## src/rtl/ihfi_pkg.sv

```systemverilog
// Shared types, constants and header rewrite functions for the IP header fault injector.
// Used by every module and interface of the block; depends on nothing.
package ihfi_pkg;

  localparam int HEADER_BYTES_DEF = 40;
  localparam int HDR_MAX          = 64;
  localparam int LEN_W            = $clog2(HDR_MAX + 1);
  localparam int BYTE_W           = 8;
  localparam int NIB_W            = 4;
  localparam int MODE_W           = 3;
  localparam int QDEPTH           = 2;
  localparam int QPTR_W           = $clog2(QDEPTH);

  localparam logic [NIB_W-1:0] VER_V4 = 4'h4;
  localparam logic [NIB_W-1:0] VER_V6 = 4'h6;

  localparam logic [MODE_W-1:0] MODE_NONE  = 3'd0;
  localparam logic [MODE_W-1:0] MODE_TTL   = 3'd1;
  localparam logic [MODE_W-1:0] MODE_PROTO = 3'd2;
  localparam logic [MODE_W-1:0] MODE_COPY  = 3'd3;
  localparam logic [MODE_W-1:0] MODE_MCAST = 3'd4;
  localparam logic [MODE_W-1:0] MODE_LEN   = 3'd5;

  localparam logic [LEN_W-1:0] V4_LEN_HI = 7'd2;
  localparam logic [LEN_W-1:0] V4_LEN_LO = 7'd3;
  localparam logic [LEN_W-1:0] V4_TTL    = 7'd8;
  localparam logic [LEN_W-1:0] V4_PROTO  = 7'd9;
  localparam logic [LEN_W-1:0] V4_SA     = 7'd12;
  localparam logic [LEN_W-1:0] V4_DA     = 7'd16;
  localparam logic [LEN_W-1:0] V4_AL     = 7'd4;
  localparam logic [LEN_W-1:0] V6_PLEN_HI = 7'd4;
  localparam logic [LEN_W-1:0] V6_PLEN_LO = 7'd5;
  localparam logic [LEN_W-1:0] V6_NXT    = 7'd6;
  localparam logic [LEN_W-1:0] V6_HOP    = 7'd7;
  localparam logic [LEN_W-1:0] V6_SA     = 7'd8;
  localparam logic [LEN_W-1:0] V6_DA     = 7'd24;
  localparam logic [LEN_W-1:0] V6_AL     = 7'd16;

  localparam logic [BYTE_W-1:0] MCAST_V4_TOP = 8'd239;
  localparam logic [BYTE_W-1:0] ALL_ONES     = 8'hFF;

  typedef struct packed {
    logic              is_hdr;
    logic [BYTE_W-1:0] data;
    logic              last;
    logic [LEN_W-1:0]  len;
    logic [NIB_W-1:0]  ver;
    logic [MODE_W-1:0] mode;
    logic              pick;
    logic [NIB_W-1:0]  na;
    logic [NIB_W-1:0]  nb;
  } job_t;

  typedef struct packed {
    logic [LEN_W-1:0] addr;
    logic             copy;
  } src_t;

  // Buffer position that supplies the output byte at position pos.
  function automatic src_t src_map(input logic [NIB_W-1:0] ver, input logic [MODE_W-1:0] mode,
                                   input logic pick, input logic [LEN_W-1:0] pos);
    src_t s;
    logic [LEN_W-1:0] sa, da, al;
    s.addr = pos;
    s.copy = 1'b0;
    if (ver == VER_V4) begin
      sa = V4_SA;
      da = V4_DA;
      al = V4_AL;
    end else begin
      sa = V6_SA;
      da = V6_DA;
      al = V6_AL;
    end
    if (mode == MODE_COPY && (ver == VER_V4 || ver == VER_V6)) begin
      if (!pick && pos >= sa && pos < sa + al) begin
        s.addr = pos + (da - sa);
        s.copy = 1'b1;
      end else if (pick && pos >= da && pos < da + al) begin
        s.addr = pos - (da - sa);
        s.copy = 1'b1;
      end
    end
    return s;
  endfunction

  // Field overrides applied on the way out: fixed values, or the random nibbles for MODE_LEN.
  function automatic logic [BYTE_W-1:0] patch(input logic [NIB_W-1:0] ver,
                                              input logic [MODE_W-1:0] mode,
                                              input logic [LEN_W-1:0] pos,
                                              input logic [NIB_W-1:0] na,
                                              input logic [NIB_W-1:0] nb,
                                              input logic [BYTE_W-1:0] rd);
    logic [BYTE_W-1:0] b;
    b = rd;
    if (ver == VER_V4) begin
      unique case (mode)
        MODE_TTL:   if (pos == V4_TTL) b = '0;
        MODE_PROTO: if (pos == V4_PROTO) b = ALL_ONES;
        MODE_MCAST: begin
          if (pos == V4_SA) b = MCAST_V4_TOP;
          else if (pos > V4_SA && pos < V4_SA + V4_AL) b = ALL_ONES;
        end
        MODE_LEN: begin
          if (pos == V4_LEN_HI) b = '0;
          else if (pos == V4_LEN_LO) b = {{(BYTE_W-NIB_W){1'b0}}, na};
        end
        default: b = rd;
      endcase
    end else if (ver == VER_V6) begin
      unique case (mode)
        MODE_TTL:   if (pos == V6_HOP) b = '0;
        MODE_PROTO: if (pos == V6_NXT) b = ALL_ONES;
        MODE_MCAST: begin
          if (pos == V6_SA) b = ALL_ONES;
          else if (pos > V6_SA && pos < V6_SA + V6_AL) b = '0;
        end
        MODE_LEN: begin
          if (pos == V6_PLEN_HI) b = {{(BYTE_W-NIB_W){1'b0}}, na};
          else if (pos == V6_PLEN_LO) b = {{(BYTE_W-NIB_W){1'b0}}, nb};
        end
        default: b = rd;
      endcase
    end
    return b;
  endfunction

endpackage

```

## src/rtl/ihfi_in_if.sv

```systemverilog
// Input channel of the IP header fault injector: one packet byte per item.
// Depends on ihfi_pkg.
interface ihfi_in_if import ihfi_pkg::*; ();
  logic              valid;
  logic              ready;
  logic [BYTE_W-1:0] byte_value;
  logic              end_of_packet;
  logic              swap_pick;
  logic [NIB_W-1:0]  random_nibble_a;
  logic [NIB_W-1:0]  random_nibble_b;

  modport source(output valid, byte_value, end_of_packet, swap_pick, random_nibble_a,
                 random_nibble_b, input ready);
  modport sink(input valid, byte_value, end_of_packet, swap_pick, random_nibble_a,
               random_nibble_b, output ready);
endinterface

```

## src/rtl/ihfi_out_if.sv

```systemverilog
// Result channel of the IP header fault injector: one output byte per item.
// Depends on ihfi_pkg.
interface ihfi_out_if import ihfi_pkg::*; ();
  logic              valid;
  logic              ready;
  logic [BYTE_W-1:0] out_byte;
  logic              out_last;

  modport source(output valid, out_byte, out_last, input ready);
  modport sink(input valid, out_byte, out_last, output ready);
endinterface

```

## src/rtl/ihfi_cfg_if.sv

```systemverilog
// Configuration write channel carrying the corrupt_mode register value.
// Depends on ihfi_pkg.
interface ihfi_cfg_if import ihfi_pkg::*; ();
  logic              valid;
  logic              ready;
  logic [MODE_W-1:0] corrupt_mode;

  modport source(output valid, corrupt_mode, input ready);
  modport sink(input valid, corrupt_mode, output ready);
endinterface

```

## src/rtl/ip_header_fault_injector_core.sv

```systemverilog
// Header bytes are sent once the item that completes the header has been queued, each
// read from the buffer read port and held before it leaves; payload bytes pass at one
// per cycle through the job queue and output register while the output is not stalled.
// The next packet is held off until the previous header has been flushed.
// Reset (rst_n, synchronous) clears control state and the mode; the buffer is not cleared.
// Depends on ihfi_pkg, the three channel interfaces and all ihfi_* modules.
module ip_header_fault_injector_core import ihfi_pkg::*; #(
  parameter int HEADER_BYTES = HEADER_BYTES_DEF
) (
  input  logic        clk,
  input  logic        rst_n,
  ihfi_in_if.sink     in_ch,
  ihfi_out_if.source  out_ch,
  ihfi_cfg_if.sink    cfg_ch
);

  localparam int ADDR_W = $clog2(HEADER_BYTES);

  logic              ram_we;
  logic [ADDR_W-1:0] ram_waddr;
  logic [BYTE_W-1:0] ram_wdata;
  logic [ADDR_W-1:0] ram_raddr;
  logic [BYTE_W-1:0] ram_rdata;
  logic              push;
  job_t              push_job;
  logic              q_full;
  logic              q_pop;
  job_t              q_job;
  logic              q_empty;
  logic              hdr_done;

  ihfi_front #(.HEADER_BYTES(HEADER_BYTES)) u_front (
    .clk      (clk),
    .rst_n    (rst_n),
    .in_ch    (in_ch),
    .cfg_ch   (cfg_ch),
    .ram_we   (ram_we),
    .ram_waddr(ram_waddr),
    .ram_wdata(ram_wdata),
    .push     (push),
    .push_job (push_job),
    .q_full   (q_full),
    .hdr_done (hdr_done)
  );

  ihfi_fifo u_fifo (
    .clk  (clk),
    .rst_n(rst_n),
    .push (push),
    .wjob (push_job),
    .full (q_full),
    .pop  (q_pop),
    .rjob (q_job),
    .empty(q_empty)
  );

  ihfi_ram #(.WIDTH(BYTE_W), .DEPTH(HEADER_BYTES)) u_ram (
    .clk  (clk),
    .we   (ram_we),
    .waddr(ram_waddr),
    .wdata(ram_wdata),
    .raddr(ram_raddr),
    .rdata(ram_rdata)
  );

  ihfi_back #(.HEADER_BYTES(HEADER_BYTES)) u_back (
    .clk      (clk),
    .rst_n    (rst_n),
    .q_job    (q_job),
    .q_empty  (q_empty),
    .q_pop    (q_pop),
    .ram_raddr(ram_raddr),
    .ram_rdata(ram_rdata),
    .hdr_done (hdr_done),
    .out_ch   (out_ch)
  );

endmodule

```

## src/rtl/ihfi_ram.sv

```systemverilog
// Generic single-write, single-read RAM with registered read data.
// Depends on ihfi_pkg for default sizes.
module ihfi_ram import ihfi_pkg::*; #(
  parameter int WIDTH = BYTE_W,
  parameter int DEPTH = HEADER_BYTES_DEF,
  localparam int AW = $clog2(DEPTH)
) (
  input  logic             clk,
  input  logic             we,
  input  logic [AW-1:0]    waddr,
  input  logic [WIDTH-1:0] wdata,
  input  logic [AW-1:0]    raddr,
  output logic [WIDTH-1:0] rdata
);

  logic [WIDTH-1:0] mem_r [DEPTH];
  logic [WIDTH-1:0] rdata_r;

  always_ff @(posedge clk) begin
    if (we) begin
      mem_r[waddr] <= wdata;
    end
    rdata_r <= mem_r[raddr];
  end

  assign rdata = rdata_r;

endmodule

```

## src/rtl/ihfi_fifo.sv

```systemverilog
// Short job queue between the front and back parts of the fault injector.
// Depends on ihfi_pkg for job_t and the queue depth.
module ihfi_fifo import ihfi_pkg::*; (
  input  logic clk,
  input  logic rst_n,
  input  logic push,
  input  job_t wjob,
  output logic full,
  input  logic pop,
  output job_t rjob,
  output logic empty
);

  job_t              q_r [QDEPTH];
  logic [QPTR_W-1:0] wptr_r, wptr_nxt;
  logic [QPTR_W-1:0] rptr_r, rptr_nxt;
  logic [QPTR_W:0]   cnt_r, cnt_nxt;

  assign full  = (cnt_r == (QPTR_W+1)'(QDEPTH));
  assign empty = (cnt_r == '0);
  assign rjob  = q_r[rptr_r];

  always_comb begin
    wptr_nxt = push ? wptr_r + QPTR_W'(1) : wptr_r;
    rptr_nxt = pop ? rptr_r + QPTR_W'(1) : rptr_r;
    cnt_nxt  = cnt_r + (QPTR_W+1)'(push) - (QPTR_W+1)'(pop);
  end

  always_ff @(posedge clk) begin
    if (!rst_n) begin
      wptr_r <= '0;
      rptr_r <= '0;
      cnt_r  <= '0;
    end else begin
      wptr_r <= wptr_nxt;
      rptr_r <= rptr_nxt;
      cnt_r  <= cnt_nxt;
    end
    if (push) begin
      q_r[wptr_r] <= wjob;
    end
  end

`ifndef ASSERT_OFF
  a_no_overflow: assert property (@(posedge clk) disable iff (!rst_n) full |-> !push)
    else $error("Job pushed into a full queue.");
  a_no_underflow: assert property (@(posedge clk) disable iff (!rst_n) empty |-> !pop)
    else $error("Job popped from an empty queue.");
`endif

endmodule

```

## src/rtl/ihfi_front.sv

```systemverilog
// Front part: accepts bytes, holds the mode register, stores header bytes and queues jobs.
// Depends on ihfi_pkg and the input and configuration interfaces.
module ihfi_front import ihfi_pkg::*; #(
  parameter int HEADER_BYTES = HEADER_BYTES_DEF,
  localparam int ADDR_W = $clog2(HEADER_BYTES)
) (
  input  logic              clk,
  input  logic              rst_n,
  ihfi_in_if.sink           in_ch,
  ihfi_cfg_if.sink          cfg_ch,
  output logic              ram_we,
  output logic [ADDR_W-1:0] ram_waddr,
  output logic [BYTE_W-1:0] ram_wdata,
  output logic              push,
  output job_t              push_job,
  input  logic              q_full,
  input  logic              hdr_done
);

  logic [MODE_W-1:0] mode_r, mode_nxt;
  logic [ADDR_W-1:0] count_r, count_nxt;
  logic              passing_r, passing_nxt;
  logic              pend_r, pend_nxt;
  logic [NIB_W-1:0]  ver_r, ver_nxt;
  logic              acc;
  logic [LEN_W-1:0]  len;
  logic              hdr_end;
  logic [NIB_W-1:0]  cur_ver;

  assign cfg_ch.ready = 1'b1;
  assign in_ch.ready  = !q_full && (passing_r || !pend_r);
  assign acc          = in_ch.valid && in_ch.ready;
  assign len          = LEN_W'(count_r) + LEN_W'(1);
  assign hdr_end      = (len == LEN_W'(HEADER_BYTES)) || in_ch.end_of_packet;
  assign cur_ver      = (count_r == '0) ? in_ch.byte_value[BYTE_W-1 -: NIB_W] : ver_r;

  assign ram_we    = acc && !passing_r;
  assign ram_waddr = count_r;
  assign ram_wdata = in_ch.byte_value;
  assign push      = acc && (passing_r || hdr_end);

  always_comb begin
    push_job.is_hdr = !passing_r;
    push_job.data   = in_ch.byte_value;
    push_job.last   = in_ch.end_of_packet;
    push_job.len    = len;
    push_job.ver    = cur_ver;
    push_job.mode   = mode_r;
    push_job.pick   = in_ch.swap_pick;
    push_job.na     = in_ch.random_nibble_a;
    push_job.nb     = in_ch.random_nibble_b;
  end

  always_comb begin
    mode_nxt    = mode_r;
    count_nxt   = count_r;
    passing_nxt = passing_r;
    pend_nxt    = pend_r;
    ver_nxt     = ver_r;
    if (cfg_ch.valid && cfg_ch.ready) begin
      mode_nxt = cfg_ch.corrupt_mode;
    end
    if (hdr_done) begin
      pend_nxt = 1'b0;
    end
    if (acc) begin
      if (passing_r) begin
        if (in_ch.end_of_packet) begin
          passing_nxt = 1'b0;
        end
      end else begin
        ver_nxt = cur_ver;
        if (hdr_end) begin
          count_nxt   = '0;
          passing_nxt = !in_ch.end_of_packet;
          pend_nxt    = 1'b1;
        end else begin
          count_nxt = len[ADDR_W-1:0];
        end
      end
    end
  end

  always_ff @(posedge clk) begin
    if (!rst_n) begin
      mode_r    <= MODE_NONE;
      count_r   <= '0;
      passing_r <= 1'b0;
      pend_r    <= 1'b0;
    end else begin
      mode_r    <= mode_nxt;
      count_r   <= count_nxt;
      passing_r <= passing_nxt;
      pend_r    <= pend_nxt;
    end
    ver_r <= ver_nxt;
  end

`ifndef ASSERT_OFF
  a_no_write_in_flush: assert property (@(posedge clk) disable iff (!rst_n) pend_r |-> !ram_we)
    else $error("Header buffer written while a flush is pending.");
`endif

endmodule

```

## src/rtl/ihfi_back.sv

```systemverilog
// Back part: takes jobs from the queue, reads and rewrites the held header, drives the output.
// Depends on ihfi_pkg and the result interface.
module ihfi_back import ihfi_pkg::*; #(
  parameter int HEADER_BYTES = HEADER_BYTES_DEF,
  localparam int ADDR_W = $clog2(HEADER_BYTES)
) (
  input  logic              clk,
  input  logic              rst_n,
  input  job_t              q_job,
  input  logic              q_empty,
  output logic              q_pop,
  output logic [ADDR_W-1:0] ram_raddr,
  input  logic [BYTE_W-1:0] ram_rdata,
  output logic              hdr_done,
  ihfi_out_if.source        out_ch
);

  typedef enum logic [1:0] {
    B_IDLE = 2'b01,
    B_HDR  = 2'b10
  } bstate_t;

  bstate_t           state_r, state_nxt;
  job_t              job_r, job_nxt;
  logic [LEN_W-1:0]  pos_r, pos_nxt;
  logic              rv_r, rv_nxt;
  logic              ov_r, ov_nxt;
  logic [BYTE_W-1:0] ob_r, ob_nxt;
  logic              ol_r, ol_nxt;
  logic              slot_free;
  logic              last_pos;
  src_t              src;
  logic [BYTE_W-1:0] rd_eff;
  logic [BYTE_W-1:0] hdr_byte;

  assign slot_free = !ov_r || out_ch.ready;
  assign src       = src_map(job_r.ver, job_r.mode, job_r.pick, pos_r);
  assign ram_raddr = src.addr[ADDR_W-1:0];
  assign rd_eff    = (src.copy && src.addr >= job_r.len) ? '0 : ram_rdata;
  assign hdr_byte  = patch(job_r.ver, job_r.mode, pos_r, job_r.na, job_r.nb, rd_eff);
  assign last_pos  = (pos_r == job_r.len - LEN_W'(1));

  assign out_ch.valid    = ov_r;
  assign out_ch.out_byte = ob_r;
  assign out_ch.out_last = ol_r;

  always_comb begin
    state_nxt = state_r;
    job_nxt   = job_r;
    pos_nxt   = pos_r;
    rv_nxt    = rv_r;
    ov_nxt    = ov_r;
    ob_nxt    = ob_r;
    ol_nxt    = ol_r;
    q_pop     = 1'b0;
    hdr_done  = 1'b0;
    if (ov_r && out_ch.ready) begin
      ov_nxt = 1'b0;
    end
    unique case (state_r)
      B_IDLE: begin
        if (!q_empty) begin
          if (q_job.is_hdr) begin
            q_pop     = 1'b1;
            job_nxt   = q_job;
            pos_nxt   = '0;
            rv_nxt    = 1'b0;
            state_nxt = B_HDR;
          end else if (slot_free) begin
            q_pop  = 1'b1;
            ov_nxt = 1'b1;
            ob_nxt = q_job.data;
            ol_nxt = q_job.last;
          end
        end
      end
      B_HDR: begin
        if (rv_r && slot_free) begin
          ov_nxt = 1'b1;
          ob_nxt = hdr_byte;
          ol_nxt = job_r.last && last_pos;
          rv_nxt = 1'b0;
          if (last_pos) begin
            hdr_done  = 1'b1;
            state_nxt = B_IDLE;
          end else begin
            pos_nxt = pos_r + LEN_W'(1);
          end
        end else begin
          rv_nxt = 1'b1;
        end
      end
      default: state_nxt = B_IDLE;
    endcase
  end

  always_ff @(posedge clk) begin
    if (!rst_n) begin
      state_r <= B_IDLE;
      rv_r    <= 1'b0;
      ov_r    <= 1'b0;
    end else begin
      state_r <= state_nxt;
      rv_r    <= rv_nxt;
      ov_r    <= ov_nxt;
    end
    job_r <= job_nxt;
    pos_r <= pos_nxt;
    ob_r  <= ob_nxt;
    ol_r  <= ol_nxt;
  end

`ifndef ASSERT_OFF
  a_pos_in_range: assert property (@(posedge clk) disable iff (!rst_n)
    state_r == B_HDR |-> pos_r < job_r.len)
    else $error("Header position ran past the packet length.");
  a_done_to_idle: assert property (@(posedge clk) disable iff (!rst_n)
    hdr_done |=> state_r == B_IDLE && ov_r)
    else $error("Header flush finished without returning to idle with the last byte held.");
`endif

endmodule

```

## src/flat_wrapper.sv

```systemverilog
// flat-port wrapper written by rule: the top's interface ports become plain ports
module ip_header_fault_injector_core_flat import ihfi_pkg::*;
#(
  parameter int HEADER_BYTES = HEADER_BYTES_DEF
)
  (clk, rst_n, in_ch_valid, in_ch_byte_value, in_ch_end_of_packet, in_ch_swap_pick, in_ch_random_nibble_a, in_ch_random_nibble_b, in_ch_ready, out_ch_valid, out_ch_out_byte, out_ch_out_last, out_ch_ready, cfg_ch_valid, cfg_ch_corrupt_mode, cfg_ch_ready);
  ihfi_in_if in_ch_i ();
  ihfi_out_if out_ch_i ();
  ihfi_cfg_if cfg_ch_i ();
  input  logic clk;
  input  logic rst_n;
  input wire logic [$bits(in_ch_i.valid)-1:0] in_ch_valid;
  input wire logic [$bits(in_ch_i.byte_value)-1:0] in_ch_byte_value;
  input wire logic [$bits(in_ch_i.end_of_packet)-1:0] in_ch_end_of_packet;
  input wire logic [$bits(in_ch_i.swap_pick)-1:0] in_ch_swap_pick;
  input wire logic [$bits(in_ch_i.random_nibble_a)-1:0] in_ch_random_nibble_a;
  input wire logic [$bits(in_ch_i.random_nibble_b)-1:0] in_ch_random_nibble_b;
  output wire logic [$bits(in_ch_i.ready)-1:0] in_ch_ready;
  output wire logic [$bits(out_ch_i.valid)-1:0] out_ch_valid;
  output wire logic [$bits(out_ch_i.out_byte)-1:0] out_ch_out_byte;
  output wire logic [$bits(out_ch_i.out_last)-1:0] out_ch_out_last;
  input wire logic [$bits(out_ch_i.ready)-1:0] out_ch_ready;
  input wire logic [$bits(cfg_ch_i.valid)-1:0] cfg_ch_valid;
  input wire logic [$bits(cfg_ch_i.corrupt_mode)-1:0] cfg_ch_corrupt_mode;
  output wire logic [$bits(cfg_ch_i.ready)-1:0] cfg_ch_ready;
  assign in_ch_i.valid = in_ch_valid;
  assign in_ch_i.byte_value = in_ch_byte_value;
  assign in_ch_i.end_of_packet = in_ch_end_of_packet;
  assign in_ch_i.swap_pick = in_ch_swap_pick;
  assign in_ch_i.random_nibble_a = in_ch_random_nibble_a;
  assign in_ch_i.random_nibble_b = in_ch_random_nibble_b;
  assign in_ch_ready = in_ch_i.ready;
  assign out_ch_valid = out_ch_i.valid;
  assign out_ch_out_byte = out_ch_i.out_byte;
  assign out_ch_out_last = out_ch_i.out_last;
  assign out_ch_i.ready = out_ch_ready;
  assign cfg_ch_i.valid = cfg_ch_valid;
  assign cfg_ch_i.corrupt_mode = cfg_ch_corrupt_mode;
  assign cfg_ch_ready = cfg_ch_i.ready;
  ip_header_fault_injector_core #(.HEADER_BYTES(HEADER_BYTES)) u_core (.clk(clk), .rst_n(rst_n), .in_ch(in_ch_i), .out_ch(out_ch_i), .cfg_ch(cfg_ch_i));
endmodule
```

## config.mk

```make
export PLATFORM = sky130hd
export DESIGN_NAME = ip_header_fault_injector_core_flat
export DESIGN_NICKNAME = d
export VERILOG_FILES = /design/src/rtl/ihfi_pkg.sv /design/src/rtl/ihfi_in_if.sv /design/src/rtl/ihfi_out_if.sv /design/src/rtl/ihfi_cfg_if.sv /design/src/rtl/ip_header_fault_injector_core.sv /design/src/rtl/ihfi_ram.sv /design/src/rtl/ihfi_fifo.sv /design/src/rtl/ihfi_front.sv /design/src/rtl/ihfi_back.sv /design/src/flat_wrapper.sv
export SDC_FILE = /design/constraint.sdc
export NUM_CORES = 1
export LEC_CHECK = 0
export ABC_AREA = 1
export ABC_CLOCK_PERIOD_IN_PS = 4500
export BUFFER_PORTS_ARGS = -buffer_cell sky130_fd_sc_hd__clkbuf_2
export CELL_PAD_IN_SITES_DETAIL_PLACEMENT = 0
export CELL_PAD_IN_SITES_GLOBAL_PLACEMENT = 1
export CORE_AREA = 10 10 232 234
export DETAILED_ROUTE_END_ITERATION = 10
export DIE_AREA = 0 0 242 244
export PLACE_DENSITY_LB_ADDON = 0.1
export SLEW_MARGIN = 10
export SYNTH_ARGS = -nofsm -noshare
export SYNTH_HDL_FRONTEND = slang
export SYNTH_SLANG_ARGS = --single-unit
```

## constraint.sdc

```tcl
create_clock -name clk -period 4.5 [get_ports clk]
set_input_delay 0.9 -clock clk [delete_from_list [all_inputs] [get_ports clk]]
set_output_delay 0.9 -clock clk [all_outputs]
set_load 0.05 [all_outputs]
```

# == Yosys cells after proc, flatten, opt, wreduce, memory -nomap -nowiden ==
# Memory sizes are Yosys's and may differ from the RTL's. A register that Yosys moved wholly into a read port is not among the register bits.
# Index checks and enable logic that the tools add are counted.
# word_totals
output_inout_bits,12
mem_bits_rw,386
memories,2
register_bits,63
inputBits,26
# op_classes
n_lt_le_gt_ge,9
n_reduce_logical,35
n_mux,75
addsub,12
n_eq_ne,28
bitwise,2
# mem_list
name,words,word_bits,rd,rd_ports_with_merged_regs,wr,line,rtl
u_core.u_ram.mem_r,40,8,1,1,1,ihfi_ram.sv:16,logic [WIDTH-1:0] mem_r [DEPTH];
u_core.u_fifo.q_r,2,33,1,1,1,ihfi_fifo.sv:14,job_t q_r [QDEPTH];
# op_table
op,n
8-bit 2-to-1 mux,22
8-bit one-hot mux with 4 select lines,2
1-bit 2-to-1 mux,32
7-bit by 3-bit == test with 1-bit output (second input constant),4
7-bit 2-to-1 mux,4
7-bit adder,3
7-bit by 4-bit == test with 1-bit output (second input constant),3
7-bit greater-or-equal comparator,3
8-bit one-hot mux with 2 select lines,1
1-bit logical AND,15
7-bit by 2-bit == test with 1-bit output (second input constant),2
7-bit by 4-bit greater-than comparator with 1-bit output (second input constant),2
7-bit by 5-bit less-than comparator with 1-bit output (second input constant),2
7-bit less-than comparator,2
7-bit one-hot mux with 2 select lines,1
7-bit subtractor,2
2-bit != test (second input constant),6
5-bit AND reduction,2
4-bit by 3-bit == test with 1-bit output (second input constant),2
2-bit 2-to-1 mux,4
4-bit 2-to-1 mux,2
6-bit by 1-bit adder with 7-bit output (second input constant),1
7-bit by 1-bit adder with 7-bit output (second input constant),1
7-bit by 6-bit == test with 1-bit output (second input constant),1
25 further kinds,42

# == Depth between registers and ports, before layout ==
# Gate-level depths: netlist of run 1.
# depth
word_depth,18
mapped_depth,28
mapped_depth_nobuf,27

# == Hierarchy ==
# A second synthesis of run 1 with hierarchy kept.
# hier_totals
cells_unflattened,1769
area_unflattened_um2,20189.4
# modules_own_cells
module,n_inst,area_each_um2,cells_each,seq_area_each_um2
ihfi_ram,1,13247.7,1101,9769.4
ihfi_back,1,3146.8,406,1281.2
ihfi_fifo,1,2762.6,136,2082.0
ihfi_front,1,1032.2,126,340.3

# == Worst setup path before layout of run 1 ==
# OpenSTA, ideal clock, no wires.
# synth_path
kind,reg-to-reg
from,reg u_core.u_back.job_r[13] (netlist bit)
to,"reg u_core.u_back.ob_r[6], in the netlist u_core.u_back.out_ch.out_byte[6] (data pin)"
t_required_ps,4244
n_path_buf,2
synth_period_minus_slack_ps,3578
setup_slack_ps,922
stages_incl_launch_ff,28
arrival_time_ps,3322
path_cell_list,edfxtp_1 > nor2_2 > nand2_2 > ha_1 > nand2_1 > nand2_1 > nand3_1 > nand2_1 > nor2_1 > nand2_2 > nand2_2 > nand3_1 > nand2_2 > nand2_2 > buf_6 > buf_6 > ha_1 > nand2_1 > o21ai_0 > nand4_1 > o2111ai_1 > nand2_2 > nand2_1 > inv_1 > o21ai_0 > nand2_1 > nand3_1 > nand2_1
# synth_via
elab_chain_cells,18
elab_cells_between_ends,44
classes_between,5 x add/sub; 5 x order compare; 2 x eq/ne; 25 x mux; 7 x reduce/logical
# synth_lines
element,line,rtl
start: declaration,ihfi_back.sv:24,"job_t job_r, job_nxt;"
start signal: assignment,ihfi_back.sv:107,job_r <= job_nxt;
4-bit by 3-bit == test with 1-bit output,"ihfi_pkg.sv:66, ihfi_pkg.sv:75, ihfi_pkg.sv:96",
5-bit 2-to-1 mux / 4-bit 2-to-1 mux (equally long branches),ihfi_pkg.sv:66,if (ver == VER_V4) begin
7-bit adder / 7-bit greater-or-equal comparator (equally long branches),ihfi_pkg.sv:79,end else if (pick && pos >= da && pos < da + al) begin
7-bit less-than comparator / 1-bit logical AND (equally long branches),ihfi_pkg.sv:79,
1-bit logical AND,ihfi_pkg.sv:79,
8-bit 2-to-1 mux,ihfi_pkg.sv:79,
8-bit 2-to-1 mux,ihfi_pkg.sv:76,if (!pick && pos >= sa && pos < sa + al) begin
8-bit 2-to-1 mux,ihfi_pkg.sv:75,if (mode == MODE_COPY && (ver == VER_V4 || ver == VER_V6)) begin
(+3 left out),-,
"8-bit 2-to-1 mux, on equally long branches","ihfi_pkg.sv:120, ihfi_pkg.sv:116",
"8-bit 2-to-1 mux, on equally long branches","ihfi_pkg.sv:119, ihfi_pkg.sv:115",
8-bit one-hot mux with 4 select lines,ihfi_pkg.sv:111,unique case (mode)
8-bit 2-to-1 mux,ihfi_pkg.sv:110,end else if (ver == VER_V6) begin
8-bit 2-to-1 mux *,ihfi_pkg.sv:96,if (ver == VER_V4) begin
8-bit 2-to-1 mux *,ihfi_back.sv:78,if (rv_r && slot_free) begin
8-bit one-hot mux with 2 select lines *,ihfi_back.sv:60,unique case (state_r)
via u_core.u_back.ob_nxt[6],ihfi_back.sv:28,"logic [BYTE_W-1:0] ob_r, ob_nxt;"
end signal: assignment,ihfi_back.sv:109,ob_r <= ob_nxt;
end: declaration,ihfi_back.sv:28,
# Mark *: on every way through the listed nets, which the timed path passes. The rest lies on a longest branch. The select of a mux whose other input is x is not followed.
# A chain may end at the register's enable or synchronous reset.

# == Final worst setup path of run 1 ==
# Ends and elaborated chain as after synthesis.

==> results.md, run 1 <==
* Yosys warns at 0
* Final-stage net count at 1776
* Number of synthesized register bits at 458
* Vias in the first global route at 12.4k
* Post-Syn Nets at 1717
* Worst hold path type: reg2reg
* I/O Buffers at 36
* Top_reg_cell synth: edfxtp_1
* Final Max Slew Viols at 0
* Number of buffers created by CTS at 50
* Fillcell total at 4645
* Synth Cell Area at 0.0195 mm2
* Postcts setup bufs at 0
* Tmin final at 3.90 ns
* Worst vdd ir at 0.000384 V
* DR WL/cell at 21.3 um
* Hpwl dp at 32.7 mm
* Rel. slew slack at 0.255
* # rows at 82
* Hold_buf cts at 0
* Req. time, crit path at 4.85 ns
* Cell breakdown of the critical path: nor2_2 > nand2_2 > ha_1 > nand2_1 > nand2_1 > nand3_1 > nand2_1 > nor2_1 > nand2_2 > a21oi_4 > o21ai_2 > inv_2 > ha_1 > a21oi_1 > o2111ai_1 > nand2_2 > nand2_1 > inv_1 > o21ai_0 > nand2_1 > nand3_1 > nand2_1
* GRT Util Overall at 0.173
* Leak at 7.99 nW
* Die outline width at 242 um
* Netlist cell types at 52
* Syn_area_per_cell at 11.7 um2
* Largest net degree at the start of global routing at 145
* Worst Tran Pin Value at 1.12 ns
* Grt total ovfl at 0
* Pwr dens at 641 mW/mm2
* Drt drc at 0
* Instance area at placement at 0.0206 mm2
* Async SR Flop Fraction at 0
* Clk slew on worst S/H paths at 0.06 ns
* Unrepaired setup endpoints after global routing: no
* Cells on Worst Hold Path at 0
* Core area at 0.0495 mm2
* CTS resizes at 0
* Die area at 0.0590 mm2
* DRT Pass-1 Iters at 6
* Max-cap violation count at 0
* Final hold vios at 0
* Worst setup EP type: flop
* H-tree levels at 2
* Area growth, synth to finish at 14.1%
* Clk_lat worst skew at 0.59 ns
* Top Ports at 38
* Final WL at 51.9 mm
* Multi-input gate area at 0.00532 mm2
* Die Ht at 244 um
* Layout cell share with drive strength beyond 1 at 0.115
* Synthesized instance count at 1669
* First-pass GRT wire length at 78.8 mm
* Post-Layout Inst Area at 0.0223 mm2
* R2R setup slack at 0.60 ns
* Initial antenna violation count at 0
* DR iter-0 viols at 1062
* Outcome: finished, final reports clean
* Setup CP Type: reg2reg
* CTS max path bufs at 3
* Final Cycle Share at 0.867
* Fmax at 256 MHz
* Routed vias/inst at 5.21
* Final GP Congestion at 0.850
* Endpoints failing setup at 0
* Initial core utilization at 0.394
* Register Area at 0.0135 mm2
* Slowest cell on crit path: edfxtp_1
* DR vias at 12.7k
* Critical Path Most Common Cell: nand2_1
* R2r worst-path depth at 22
* Arr. time, crit path at 4.25 ns
* Layout Skew at 0.0189 ns
* CTS Sinks at 458
* Nature of the critical path startpoint: flop
* Post-DRT Antenna Nets at 0
* Sequential area share after synthesis at 0.691
* Post-synth EDFFs at 430
* TritonCTS clock tree: built
* Worst Path Max Fanout at 9
* Clock root cell: clkbuf_16
* Setup TNS at 0 ns
* Largest stage delay, worst path at 0.42 ns
==> cell usage in the layout, fill, tap and decap left out, drive strengths merged, types with 2 or more instances in the layout <==
| master | netlist | layout |
|---|---|---|
| bufinv | 0 | 6 |
| o221ai | 8 | 8 |
| a21boi | 2 | 2 |
| nor3 | 16 | 16 |
| o211ai | 18 | 18 |
| a211oi | 2 | 2 |
| nand2 | 397 | 397 |
| mux2 | 4 | 4 |
| nor2 | 145 | 145 |
| clkinv | 1 | 22 |
| a21oi | 89 | 89 |
| o22ai | 20 | 20 |
| a32o | 56 | 56 |
| nand3 | 119 | 119 |
| buf | 25 | 53 |
| a221oi | 2 | 2 |
| xor2 | 13 | 13 |
| nand4 | 12 | 12 |
| inv | 99 | 101 |
| nand3b | 8 | 8 |
| o21ai | 87 | 87 |
| edfxtp | 430 | 430 |
| ha | 22 | 22 |
| dfxtp | 28 | 28 |
| clkinvlp | 0 | 2 |
| clkbuf | 57 | 97 |
==> cell families after synthesis <==
family                     synth area share
other                              0.000192
adders and majority gates            0.0141
xor gates and xnor gates            0.00667
muxes                               0.00231
DFF                                   0.691
buffers and inverters                0.0378
and+or+nand+nor                       0.151
AOI/OAI and AO/OA                    0.0970
==> final cells by class <==
class / instances / share of cell area
antenna: 1 / 0.000112
inverter: 100 / 0.0172
tap: 672 / 0.0378
sequential: 458 / 0.605
clock inverter: 31 / 0.0138
timing repair buffer: 89 / 0.0277
clock buffer: 61 / 0.0595
multi-input combinational: 1029 / 0.239
==> layer usage <==
metal,global-route usage,vias to the layer above,part of all wire
li1,-,6115,-
met1,0.242,6218,0.46
met2,0.278,324,0.46
met3,0.0283,68,0.053
met4,0.0442,0,0.021
met5,0,-,0
==> critical path, delay by kind of cell (launching register included) <==
kind                     cells  cell delay [ns]
AO/OA/AOI/OAI                5             0.87
adder cells (fa/ha/maj)      2             0.78
flip-flops                   1             0.42
AND/OR/NAND/NOR             13             1.34
buffers and inverters        2             0.24
==> report_power, final <==
part | internal (W) | switching [W]
clock network | 0.00243 | 0.00167
registers | 0.00510 | 0.000218
logic | 0.00146 | 0.00339
==> worst paths after layout <==
path | start | endpoint
max | u_core.u_back.job_r[13] | u_core.u_back.out_ch.out_byte[6]
min | u_core.u_front.mode_r[2] | u_core.u_fifo.q_r[1][11]
max reg2reg | u_core.u_back.job_r[13] | u_core.u_back.out_ch.out_byte[6]
min reg2reg | u_core.u_front.mode_r[2] | u_core.u_fifo.q_r[1][11]
==> Yosys cell counts, drive strengths merged (2+ instances only) <==
master | instances | area (um2)
a221oi | 2 | 17.5
a211oi | 2 | 15.0
o22ai | 20 | 125
o221ai | 8 | 76.3
a21boi | 2 | 15.0
nand3 | 119 | 611
inv | 99 | 374
a21oi | 89 | 460
nand4 | 12 | 75.1
o211ai | 18 | 140
nor2 | 145 | 579
mux2 | 4 | 45.0
o21ai | 87 | 450
ha | 22 | 275
nand3b | 8 | 60.1
edfxtp | 430 | 12900
clkbuf | 57 | 214
a32o | 56 | 561
buf | 25 | 145
nor3 | 16 | 85.1
nand2 | 397 | 1520
xor2 | 13 | 121
dfxtp | 28 | 561
==> through the flow <==
step / setup WS (ns) / utilization / instances / power [W] / hold slack, ns
6_report: 0.597 / 0.450 / 2441 / 0.0143 / 0.449
5_1_grt: 0.247 / 0.450 / 2440 / 0.0151 / 0.471
4_1_cts: 0.573 / 0.450 / 2440 / 0.0144 / 0.450
3_5_place_dp: 0.588 / 0.417 / 2348 / 0.0103 / 0.435
3_3_place_gp: 0.648 / 0.417 / 2348 / 0.0103 / 0.432
2_1_floorplan: 0.922 / - / 1669 / 0.00866 / 0.420
==> flip-flops by register name, indices dropped and copies added, names as in the netlist, 2 cells and up, named ones only <==
register,cells
u_core.u_front.ram_waddr,6
u_core.u_front.mode_r,3
u_core.u_fifo.q_r,66
u_core.u_ram.mem_r,320
u_core.u_back.job_r,24
u_core.u_front.ver_r,4
u_core.u_fifo.cnt_r,2
u_core.u_back.pos_r,7
u_core.u_back.out_ch.out_byte,8
u_core.u_ram.rdata,8
u_core.u_back.state_r,2
(Power assumes the default switching activity.)
==> run 2: changes to the inputs <==
Settings changed: RECOVER_POWER from default to 50.
==> run 2 against run 1 <==
  * The run now ends with capacitance limit, slew limit left
  * Clock-buffer cell count unchanged
  * Die area did not move
  * Non-clock buffer count stayed put
  * Routed wire length is 0.25% higher
  * Combinational power about the same
  * Fmax fell by 0.33%
  * Cell area is 0.28% lower
  * First-iteration DRC count is 3.4% lower
  * Critical path type unchanged
  * Largest power group unchanged
==> results.md, run 2 (same netlist as run 1, synthesis figures left out) <==
* Outcome: finished with violations
* Failing checks: capacitance limit, slew limit
* Most common cell after layout, fill and taps aside: edfxtp_1
* Max reg flops at 320 (unchanged)
* Nature of the critical path startpoint: flop
* Die area at 0.0590 mm2 (unchanged)
* Switching Share at 0.369 (about the same)
* Postcts setup bufs at 0 (unchanged)
* CTS max path bufs at 3 (unchanged)
* Grt total ovfl at 0 (unchanged)
* Fmax at 255 MHz (-0.33%)
* Tmin final at 3.92 ns (+0.0129 ns)
* Number of buffers created by CTS at 50 (unchanged)
* Int Power at 0.00900 W (about the same)
* Clk_lat worst skew at 0.59 ns (about the same)
* Hold_buf cts at 0 (unchanged)
* Final WL at 52.1 mm (+0.25%)
* Die Ht at 244 um (unchanged)
* Post-DRT Antenna Nets at 0 (unchanged)
* Layout cell share with drive strength beyond 1 at 0.0973 (-0.0175)
* First-pass GRT wire length at 78.8 mm (unchanged)
* Layout Skew at 0.0191 ns (+0.000142 ns)
* Clock power frac at 0.287 (about the same)
* Leak at 7.90 nW (-1.1%)
* Core area at 0.0495 mm2 (unchanged)
* Req. time, crit path at 4.84 ns (about the same)
* DRT Pass-1 Iters at 5 (-1)
* Largest stage delay, worst path at 0.42 ns (about the same)
* Worst setup EP type: flop
* # rows at 82 (unchanged)
* Setup CP Type: reg2reg
* Max-cap violation count at 8 (+8)
* Worst hold path type: reg2reg
* Initial core utilization at 0.394 (unchanged)
* Routed vias/inst at 5.22 (+0.12%)
* Clock root cell: clkbuf_16
* Slowest cell on crit path: edfxtp_1
* Worst vdd ir at 0.000384 V (+0.12%)
* CP top delay family: simple AND/OR/NAND/NOR gates
* H-tree levels at 2 (unchanged)
* DR WL/cell at 21.3 um (+0.25%)
* Total chip power at 0.0143 W (about the same)
* Vias in the first global route at 12.4k (unchanged)
* Most frequent cells in the layout: 430 x edfxtp_1, 388 x nand2_1, 137 x nor2_1
* Final-stage net count at 1776 (unchanged)
* Final Cycle Share at 0.870 (+0.00288)
* Area growth, synth to finish at 13.8%
* Die outline width at 242 um (unchanged)
* DR vias at 12.7k (+0.12%)
* Largest net degree at the start of global routing at 145 (unchanged)
* Worst Path Max Fanout at 9 (unchanged)
* CTS resizes at 0 (unchanged)
* Part of the power in registers at 0.373 (about the same)
* Min Hold Slack at 0.449 ns (-0.00000200 ns)
* CTS Sinks at 458 (unchanged)
* Worst Tran Pin Value at 2.41 ns (+1.29 ns)
* Critical Path Most Common Cell: nand2_1
* Rel. slew slack at -0.605 (-0.860)
* Top flop regs: u_core.u_ram.mem_r x320, u_core.u_fifo.q_r x66, u_core.u_back.job_r x24
* Unrepaired setup endpoints after global routing: no
* DR iter-0 viols at 1026 (-3.4%)
* Endpoints failing setup at 0 (unchanged)
* Worst Path Buf+Inv at 2 (unchanged)
* Cell breakdown of the critical path: nor2_2 > nand2_2 > ha_1 > nand2_1 > nand2_1 > nand3_1 > nand2_1 > nor2_1 > nand2_2 > a21oi_4 > o21ai_2 > inv_2 > ha_1 > a21oi_1 > o2111ai_1 > nand2_2 > nand2_1 > inv_1 > o21ai_0 > nand2_1 > nand3_1 > nand2_1
* Pwr dens at 643 mW/mm2 (+0.25%)
* P_sw at 0.00527 W (about the same)
* I/O Buffers at 36 (unchanged)
* Final Max Slew Viols at 306 (+306)
* Clk slew on worst S/H paths at 0.06 ns (about the same)
* Reg with most FFs: u_core.u_ram.mem_r
* Initial antenna violation count at 0 (unchanged)
* Hpwl dp at 32.7 mm (unchanged)
* TritonCTS clock tree: built
* Setup TNS at 0 ns (unchanged)
* Combinational Power Share at 0.340 (about the same)
* Final GP Congestion at 0.850 (unchanged)
* Top Ports at 38 (unchanged)
* Drt drc at 0 (unchanged)
* Final hold vios at 0 (unchanged)
* Arr. time, crit path at 4.26 ns (about the same)
* GRT Util Overall at 0.173 (unchanged)
-- run 2: cell types whose count changed in the layout (fill, tap and decap cells not counted) --
cell / delta
and2_0: +1
and2_1: -1
buf_4: -11
clkbuf_1: +28
clkbuf_2: -17
mux2_1: +3
mux2_2: -3
-- run 2: final cells by class --
cell class / count / area [um2]
Fill cell: 4655 / 27300
Tap cell: 672 / 841
Sequential cell: 458 / 13500
Timing Repair Buffer: 89 / 553
Multi-Input combinational cell: 1029 / 5320
Inverter: 100 / 383
Clock inverter: 31 / 307
Clock buffer: 61 / 1320
Antenna cell: 1 / 2.50
-- run 2: worst paths after layout --
kind	from	to	slack, ns	cells after the start
hold / removal	u_core.u_front.mode_r[2]	u_core.u_fifo.q_r[1][11]	0.45	0
setup / recovery	u_core.u_back.job_r[13]	u_core.u_back.out_ch.out_byte[6]	0.58	22
setup reg to reg	u_core.u_back.job_r[13]	u_core.u_back.out_ch.out_byte[6]	0.58	22
hold reg to reg	u_core.u_front.mode_r[2]	u_core.u_fifo.q_r[1][11]	0.45	0
-- run 2: per-layer routing --
layer | track usage | up-vias | share of wire
li1 | - | 6112 | -
met1 | 0.242 | 6285 | 0.47
met2 | 0.278 | 280 | 0.46
met3 | 0.0283 | 63 | 0.048
met4 | 0.0442 | 0 | 0.020
met5 | 0 | - | 0
-- run 2: stage by stage --
step	utilization	instance area, um2	setup slack, ns	cells
final	0.449	22200	0.584	2441
after global routing	0.449	22200	0.243	2440
after CTS	0.450	22300	0.573	2440
after detailed placement	0.417	20600	0.588	2348
after global placement	0.417	20600	0.648	2348
after floorplan	-	19500	0.922	1669
-- run 2: power groups by stage --
stage / clock (W) / combinational (W) / sequential (W)
CTS: 0.00418 / 0.00492 / 0.00533
global route: 0.00434 / 0.00541 / 0.00536
finish: 0.00409 / 0.00485 / 0.00533
floorplan: 0 / 0.00321 / 0.00545
detailed placement: 0 / 0.00491 / 0.00541
global placement: 0 / 0.00490 / 0.00542
